**config.mk**
```make
export PLATFORM = sky130hd
export DESIGN_NAME = gpt_header_validator
export DESIGN_NICKNAME = d
export VERILOG_FILES = /design/src/hdl/gpthv_pkg.sv /design/src/hdl/gpt_header_validator.sv
export SDC_FILE = /design/constraint.sdc
export NUM_CORES = 2
export LEC_CHECK = 0
export BUFFER_PORTS_ARGS = -buffer_cell sky130_fd_sc_hd__buf_2
export CAP_MARGIN = 25
export CELL_PAD_IN_SITES_DETAIL_PLACEMENT = 1
export CELL_PAD_IN_SITES_GLOBAL_PLACEMENT = 2
export CORE_MARGIN = 2
export CORE_UTILIZATION = 50
export CTS_BUF_LIST = sky130_fd_sc_hd__clkbuf_8
export DETAILED_ROUTE_END_ITERATION = 12
export MAX_ROUTING_LAYER = met4
export PLACE_DENSITY = 0.87
export SLEW_MARGIN = 20
export SYNTH_ARGS = -nofsm -noshare
export SYNTH_HDL_FRONTEND = slang
export SYNTH_SLANG_ARGS = --single-unit
```
**constraint.sdc**
```tcl
create_clock -name clk -period 18 [get_ports clk]
set_input_delay 1.8 -clock clk [delete_from_list [all_inputs] [get_ports clk]]
set_output_delay 1.8 -clock clk [all_outputs]
set_load 0.02 [all_outputs]
```
**src/hdl/gpthv_pkg.sv**
```systemverilog
// GPT header validator package: payload structs, register indexes, status codes,
// signature and CRC-32 constants, and the byte-wise CRC update.
// No dependencies.
package gpthv_pkg;

  localparam int CFG_IDX_W  = 1;
  localparam int CFG_DATA_W = 13;

  localparam logic [CFG_IDX_W-1:0] CFG_SECTOR_BYTES = 1'd0;
  localparam logic [CFG_IDX_W-1:0] CFG_MAX_ENTRIES  = 1'd1;

  localparam logic [2:0] ST_OK        = 3'd0;
  localparam logic [2:0] ST_BAD_SIG   = 3'd1;
  localparam logic [2:0] ST_TOO_LARGE = 3'd2;
  localparam logic [2:0] ST_BAD_CRC   = 3'd3;
  localparam logic [2:0] ST_TOO_SHORT = 3'd4;

  // "EFI PART", byte 0 in the low lane
  localparam logic [63:0] SIG_WORD = 64'h5452_4150_2049_4645;

  localparam logic [31:0] CRC_POLY = 32'hEDB8_8320;
  localparam logic [31:0] CRC_ONES = 32'hFFFF_FFFF;

  typedef struct packed {
    logic [7:0] data_byte;
    logic       last_byte;
  } in_t;

  typedef struct packed {
    logic [2:0]  status;
    logic [31:0] computed_crc;
    logic [31:0] stored_crc;
    logic [63:0] entry_lba;
    logic [7:0]  entry_count;
  } out_t;

  // reflected CRC-32, one byte
  function automatic logic [31:0] crc_byte(input logic [31:0] crc, input logic [7:0] b);
    logic [31:0] c;
    c = crc ^ {24'd0, b};
    for (int k = 0; k < 8; k++) begin
      c = (c >> 1) ^ (CRC_POLY & {32{c[0]}});
    end
    return c;
  endfunction

endpackage

```
**src/hdl/gpt_header_validator.sv**
```systemverilog
// GPT header validator top level: byte-stream field capture, CRC-32 and status.
// Depends on gpthv_pkg.
//
// Usage:
//   Input channel (in_valid / in_stall / in_data) takes the raw header block one
//   byte per transfer, disk order, last_byte set on the block's final byte.
//   One result transfer (out_valid / out_stall / out_data) follows each
//   last byte; other bytes produce nothing.
//   Config port (cfg_we / cfg_index / cfg_data) writes the sector size limit
//   (index 0) and max_entries (index 1); write only while the block is idle.
// Throughput: one byte per cycle while in_stall is low. The CRC advances one byte per
//   cycle on the same terms; bytes 0-15 are also tracked in a running prefix CRC with per-byte
//   snapshots, so a header shorter than 16 bytes needs only a snapshot select.
// Result path: the last byte's summary is registered in b_r after the field-capture
//   stage, then the verdict in out_r after the status stage; out_valid rises when
//   out_r is loaded, and a stalled output register can hold the summary in b_r.
// Stall: the status stage and the output register form a two-entry pipe;
//   in_stall rises only when both hold a result and out_stall is high.
//   A stalled result holds steady.
// Reset (rst_n low, synchronous): byte counter and CRC restart, all captured
//   fields clear, no result pending, sector size 512, max_entries = 128.
// Bytes past MAX_BLOCK_BYTES are ignored; the byte count saturates there.
module gpt_header_validator #(
  parameter int MAX_BLOCK_BYTES = 4096
) (
  input  logic                                clk,
  input  logic                                rst_n,
  input  logic                                in_valid,
  output logic                                in_stall,
  input  gpthv_pkg::in_t                      in_data,
  output logic                                out_valid,
  input  logic                                out_stall,
  output gpthv_pkg::out_t                     out_data,
  input  logic                                cfg_we,
  input  logic [gpthv_pkg::CFG_IDX_W-1:0]     cfg_index,
  input  logic [gpthv_pkg::CFG_DATA_W-1:0]    cfg_data
);
  import gpthv_pkg::*;

  localparam int BIDX_W = $clog2(MAX_BLOCK_BYTES + 1);
  localparam logic [BIDX_W-1:0] BIDX_MAX = BIDX_W'(MAX_BLOCK_BYTES);

  // block summary handed from capture stage to status stage
  typedef struct packed {
    logic              sig_ok;
    logic [31:0]       crc;
    logic [31:0]       hdr_len;
    logic [BIDX_W-1:0] nbytes;
    logic [31:0]       stored;
    logic [63:0]       lba;
    logic [31:0]       count;
  } rec_t;

  // config
  logic [12:0] sector_bytes_r;
  logic [7:0]  max_entries_r;

  // capture state
  logic [BIDX_W-1:0] byte_index_r, byte_index_nxt;
  logic [31:0]       crc_r, crc_nxt;
  logic [31:0]       pre_crc_r, pre_crc_nxt;
  logic [31:0]       snap_r [15];
  logic              sig_ok_r, sig_ok_nxt;
  logic [31:0]       hdr_len_r, hdr_len_nxt;
  logic [31:0]       stored_r, stored_nxt;
  logic [63:0]       lba_r, lba_nxt;
  logic [31:0]       count_r, count_nxt;

  logic              b_valid_r;
  rec_t              b_r, rec;
  logic              out_valid_r;
  out_t              out_r, res;

  logic              acc, b_go;
  logic [BIDX_W-1:0] p;
  logic              active;
  logic [7:0]        b;
  logic [31:0]       pre_cur;
  logic [4:0]        p1, n_sel;
  logic [31:0]       sel_crc;
  logic [31:0]       crc_fin;

  // ---------------- flow control ----------------
  assign b_go     = b_valid_r && (!out_valid_r || !out_stall);
  assign in_stall = b_valid_r && !b_go;
  assign acc      = in_valid && !in_stall;

  // ---------------- capture stage ----------------
  assign p       = byte_index_r;
  assign b       = in_data.data_byte;
  assign active  = p < BIDX_MAX;
  assign pre_cur = crc_byte(pre_crc_r, b);
  assign p1      = 5'(p[3:0]) + 5'd1;

  always_comb begin
    sig_ok_nxt     = sig_ok_r;
    hdr_len_nxt    = hdr_len_r;
    stored_nxt     = stored_r;
    lba_nxt        = lba_r;
    count_nxt      = count_r;
    pre_crc_nxt    = pre_crc_r;
    crc_nxt        = crc_r;
    byte_index_nxt = p;
    n_sel          = p1;
    sel_crc        = CRC_ONES;

    if (active) begin
      if (p < BIDX_W'(8) && b != SIG_WORD[{p[2:0], 3'b000} +: 8]) begin
        sig_ok_nxt = 1'b0;
      end
      if (p >= BIDX_W'(12) && p <= BIDX_W'(15)) begin
        hdr_len_nxt = hdr_len_r | (32'(b) << {p[1:0], 3'b000});
      end
      if (p >= BIDX_W'(16) && p <= BIDX_W'(19)) begin
        stored_nxt = stored_r | (32'(b) << {p[1:0], 3'b000});
      end
      if (p >= BIDX_W'(72) && p <= BIDX_W'(79)) begin
        lba_nxt = lba_r | (64'(b) << {p[2:0], 3'b000});
      end
      if (p >= BIDX_W'(80) && p <= BIDX_W'(83)) begin
        count_nxt = count_r | (32'(b) << {p[1:0], 3'b000});
      end
      if (p < BIDX_W'(16)) begin
        pre_crc_nxt = pre_cur;
      end
      byte_index_nxt = p + BIDX_W'(1);
    end

    // prefix CRC over min(bytes seen, header length) leading bytes
    if (hdr_len_nxt < 32'(p1)) begin
      n_sel = hdr_len_nxt[4:0];
    end
    if (n_sel == 5'd0) begin
      sel_crc = CRC_ONES;
    end else if (n_sel == p1) begin
      sel_crc = pre_cur;
    end else begin
      sel_crc = snap_r[4'(n_sel - 5'd1)];
    end

    if (active) begin
      if (p == BIDX_W'(15)) begin
        crc_nxt = sel_crc;
      end else if (p >= BIDX_W'(16) && 32'(p) < hdr_len_r) begin
        crc_nxt = crc_byte(crc_r, (p <= BIDX_W'(19)) ? 8'd0 : b);
      end
    end

    crc_fin = (byte_index_nxt < BIDX_W'(16)) ? sel_crc : crc_nxt;

    rec.sig_ok  = sig_ok_nxt && (byte_index_nxt >= BIDX_W'(8));
    rec.crc     = crc_fin ^ CRC_ONES;
    rec.hdr_len = hdr_len_nxt;
    rec.nbytes  = byte_index_nxt;
    rec.stored  = stored_nxt;
    rec.lba     = lba_nxt;
    rec.count   = count_nxt;
  end

  always_ff @(posedge clk) begin
    if (!rst_n) begin
      byte_index_r <= '0;
      crc_r        <= CRC_ONES;
      pre_crc_r    <= CRC_ONES;
      sig_ok_r     <= 1'b1;
      hdr_len_r    <= '0;
      stored_r     <= '0;
      lba_r        <= '0;
      count_r      <= '0;
    end else if (acc) begin
      if (in_data.last_byte) begin
        // start over for the next block
        byte_index_r <= '0;
        crc_r        <= CRC_ONES;
        pre_crc_r    <= CRC_ONES;
        sig_ok_r     <= 1'b1;
        hdr_len_r    <= '0;
        stored_r     <= '0;
        lba_r        <= '0;
        count_r      <= '0;
      end else begin
        byte_index_r <= byte_index_nxt;
        crc_r        <= crc_nxt;
        pre_crc_r    <= pre_crc_nxt;
        sig_ok_r     <= sig_ok_nxt;
        hdr_len_r    <= hdr_len_nxt;
        stored_r     <= stored_nxt;
        lba_r        <= lba_nxt;
        count_r      <= count_nxt;
      end
    end
  end

  // snapshot of the prefix CRC after each of bytes 0-14
  always_ff @(posedge clk) begin
    if (acc && p < BIDX_W'(15)) begin
      snap_r[p[3:0]] <= pre_cur;
    end
  end

  // ---------------- status stage ----------------
  always_comb begin
    logic [7:0] cnt;
    cnt = (b_r.count < 32'(max_entries_r)) ? b_r.count[7:0] : max_entries_r;

    if (!b_r.sig_ok) begin
      res.status = ST_BAD_SIG;
    end else if (b_r.hdr_len > 32'(sector_bytes_r)) begin
      res.status = ST_TOO_LARGE;
    end else if (32'(b_r.nbytes) < b_r.hdr_len) begin
      res.status = ST_TOO_SHORT;
    end else if (b_r.crc != b_r.stored) begin
      res.status = ST_BAD_CRC;
    end else begin
      res.status = ST_OK;
    end

    res.computed_crc = (res.status == ST_OK || res.status == ST_BAD_CRC) ? b_r.crc : 32'd0;
    res.stored_crc   = b_r.stored;
    res.entry_lba    = (res.status == ST_OK) ? b_r.lba : 64'd0;
    res.entry_count  = (res.status == ST_OK) ? cnt : 8'd0;
  end

  always_ff @(posedge clk) begin
    if (!rst_n) begin
      b_valid_r   <= 1'b0;
      out_valid_r <= 1'b0;
    end else begin
      if (acc && in_data.last_byte) begin
        b_valid_r <= 1'b1;
      end else if (b_go) begin
        b_valid_r <= 1'b0;
      end
      if (b_go) begin
        out_valid_r <= 1'b1;
      end else if (!out_stall) begin
        out_valid_r <= 1'b0;
      end
    end
  end

  always_ff @(posedge clk) begin
    if (acc && in_data.last_byte) begin
      b_r <= rec;
    end
    if (b_go) begin
      out_r <= res;
    end
  end

  assign out_valid = out_valid_r;
  assign out_data  = out_r;

  // ---------------- config ----------------
  always_ff @(posedge clk) begin
    if (!rst_n) begin
      sector_bytes_r <= 13'd512;
      max_entries_r  <= 8'd128;
    end else if (cfg_we) begin
      case (cfg_index)
        CFG_SECTOR_BYTES: sector_bytes_r <= cfg_data;
        CFG_MAX_ENTRIES:  max_entries_r  <= cfg_data[7:0];
        default: ;
      endcase
    end
  end

  // ---------------- assertions ----------------
  a_last_makes_record: assert property (@(posedge clk) disable iff (!rst_n)
    acc && in_data.last_byte |=> b_valid_r)
    else $error("last byte transfer did not produce a pending result");

  a_fail_clears_fields: assert property (@(posedge clk) disable iff (!rst_n)
    out_valid_r && out_r.status != ST_OK |->
      out_r.entry_lba == 64'd0 && out_r.entry_count == 8'd0)
    else $error("failed header reports entry fields");

  a_ok_crc_match: assert property (@(posedge clk) disable iff (!rst_n)
    out_valid_r && out_r.status == ST_OK |-> out_r.computed_crc == out_r.stored_crc)
    else $error("ok status with mismatched CRC");

  a_restart_after_last: assert property (@(posedge clk) disable iff (!rst_n)
    acc && in_data.last_byte |=> byte_index_r == '0 && crc_r == CRC_ONES)
    else $error("capture state not cleared after block end");

endmodule

```
==> run summary <==
status: complete, no violations
total core area: 90000 um^2
vias in the first global route: 33.1k
Critical Path RT: 18580 ps
most common cell in the netlist: edfxtp_1
Fillers: 8805
Initial DRC Count: 3237
Yosys reg bits: 1086
Fmax: 0.137 GHz
setup_tns: 0 ps
DIE WIDTH: 305 um
VDD IR max: 96.7 uV
ratio of cells with drive above 1 in the final layout: 0.181
CTS tree: yes
Resize count post-CTS: 0
Syn Area/Cell: 13.4 um^2
fin nets: 3704
Post-CTS Setup Inserts: 0
wire per inst: 30.2 um
placed insts: 4613
Clock Skews: 43.3 ps
DIE HEIGHT: 305 um
warnings from Yosys: 0
cell chain of the critical path: ha_1, nand3b_1, and4_4, a31oi_4, inv_1, ha_1, a21o_1, a21o_1, o211ai_2, o211a_4, mux2i_4, buf_4, buf_4, a211oi_1, a2111oi_1, clkdlybuf4s18_2, o21ai_0, o22ai_1
cell taking the most area after synthesis: edfxtp_1
Synth area leaders: edfxtp_1 55%, dfxtp_1 11%, o211a_1 3.5%
port bufs: 168
Lkg Pwr: 20.6 nW
Final Hold Vio Count: 0
GRT Total Usage: 0.329
Max Root-Sink Buffers: 3
CTS Hold Bufs: 0
grt ovf: 0
Final ANT Viol Nets: 0
clock latency on the worst-skew pair: 880 ps
Synth Cell Area: 45400 um^2
1st-pass router iterations: 10
Vias/cell: 6.36
first-pass GRT wire length: 220000 um
worst-path maximum fanout: 40
CTS buffer count: 179
DRC: 0
clock slew at reported path FFs: 60 ps
starting density of the core: 0.505
max_cap viols: 0
via count of the routed design: 31.5k
Worst setup SP type: register
die area: 93300 um^2
Final setup viols: 0
Layout area overhead: 13.1%
Max Slew Vio Count: 0
Net Count, Synth: 3469
Seq/Total Area, Yosys: 0.660
drt total wl: 150000 um
area occupied by multi-input gates: 14500 um^2
Synth top area share: 0.545
Mapped Cells: 3387
Root Driver: clkbuf_8
DPL Wire Length: 95100 um
Critical Path End Type: register
Rel. slew slack: 0.327
crit share post-route: 0.405
most frequent cells after synthesis: 825 x edfxtp_1, 290 x nand2_1, 261 x dfxtp_1
Min-Delay Path Class: register to register
critical path's slowest cell: dfxtp_1
Top Ports: 169
initial antenna violation count: 5
type of the worst setup path: register to register
Rows: 110
largest net degree at the start of global routing: 82
worst path arrival time: 7870 ps
Top FF cell, synth: edfxtp_1
PwrDens: 119 nW/um^2
crit path time final: 7290 ps
number of flops mapped to enable cells by yosys: 825
CP max stage delay: 910 ps
RSZ-0062 raised after global routing: no
register area: 30000 um^2
GP Congestion: 0.928
Synth cell types: 89
Non-Filler Instances: 4951
CTS Sinks: 1086
H-tree Lvls: 4
ys async rst share: 0
slew at the pin closest to its max-slew limit: 982 ps
==> power by group <==
| part | total, W | switching [W] | internal, W |
|---|---|---|---|
| clock network | 0.00213 | 0.00102 | 0.00110 |
| logic | 0.000907 | 0.000712 | 0.000196 |
| registers | 0.00308 | 0.0000413 | 0.00304 |
==> area by class of cell <==
cell class	instances	share of cell area
Sequential cell	1086	0.584
Multi-Input combinational cell	2009	0.282
Clock buffer	195	0.0522
Timing Repair Buffer	268	0.0324
Tap cell	1176	0.0286
Clock inverter	136	0.0157
Inverter	78	0.00584
Antenna cell	3	0.000146
==> critical path, delay by kind of cell (launching register included) <==
family                     cells  cell delay (ps)
AOI/OAI and AO/OA              9             2620
muxes                          1              300
buffers and inverters          4             1530
DFF                            1              910
adders and majority gates      2              810
and+or+nand+nor                2              770
==> path summary, 6_finish.rpt <==
kind	start	to	slack [ps]	cells past startpoint
min	b_r[111]	out_data[87]	440	0
max reg2reg	byte_index_r[1]	b_r[192]	10710	18
max	byte_index_r[1]	b_r[192]	10710	18
min reg2reg	b_r[111]	out_data[87]	440	0
==> flip-flops by register name (all words and copies together) (netlist names) <==
signal / flops
sector_bytes_r: 13
lba_r: 64
byte_index_r: 13
out_valid: 1
pre_crc_r: 32
b_valid_r: 1
hdr_len_r: 32
out_data: 139
max_entries_r: 8
count_r: 32
sig_ok_r: 1
stored_r: 32
b_r: 206
snap_r: 480
crc_r: 32
==> routing by layer <==
layer / global-route usage / wire (um) / vias to the layer above
met1: 0.401 / 58100 / 16100
li1: - / - / 13400
met2: 0.530 / 72600 / 1536
met3: 0.0571 / 11500 / 384
met4: 0.166 / 7310 / 0
met5: - / 0 / -
==> cells by family after synthesis <==
family | share of synthesized area
AOI/OAI and AO/OA | 0.149
xor gates and xnor gates | 0.0401
adders and majority gates | 0.0149
buffers and inverters | 0.0265
DFF | 0.660
muxes | 0.0256
and+or+nand+nor | 0.0834
==> through the flow <==
step                cell area (um^2)  setup WS (ps)  hold slack (ps)  utilization  power [W]
floorplan                      45400           5310              437            -    0.00355
global placement               47700          10030              449        0.530    0.00397
detailed placement             47800          10630              463        0.531    0.00402
CTS                            51300          10830              449        0.570    0.00613
global route                   51400          10430              469        0.571    0.00630
finish                         51400          10710              441        0.571    0.00611
==> cell usage in the layout, fill, tap and decap left out, types with 14 or more instances in the layout <==
cell	Yosys	final
o22ai_1	63	63
a222oi_1	21	21
a21o_1	84	84
ha_1	54	54
nand2b_1	14	14
a21oi_1	86	86
o211ai_1	35	35
nor4_1	23	22
a22oi_1	36	36
nand2_1	290	290
nand4_1	23	23
a221oi_1	21	21
dfxtp_1	261	261
a21boi_0	26	25
xor2_1	64	61
a31oi_1	23	23
o21ai_0	87	87
edfxtp_1	825	825
clkinv_1	1	35
mux2_2	16	16
nor2_1	124	122
nor3_1	39	34
and2_1	116	113
nand3_1	79	79
a31o_2	82	82
clkbuf_8	0	195
clkinv_2	0	20
buf_2	34	168
mux2i_1	57	52
inv_1	73	136
o21a_1	14	14
nor2b_1	29	29
o211a_1	160	160
a211oi_1	15	15
buf_4	8	93
o221ai_1	22	22
xnor2_1	138	133
Power figures use the tool's default switching activity.
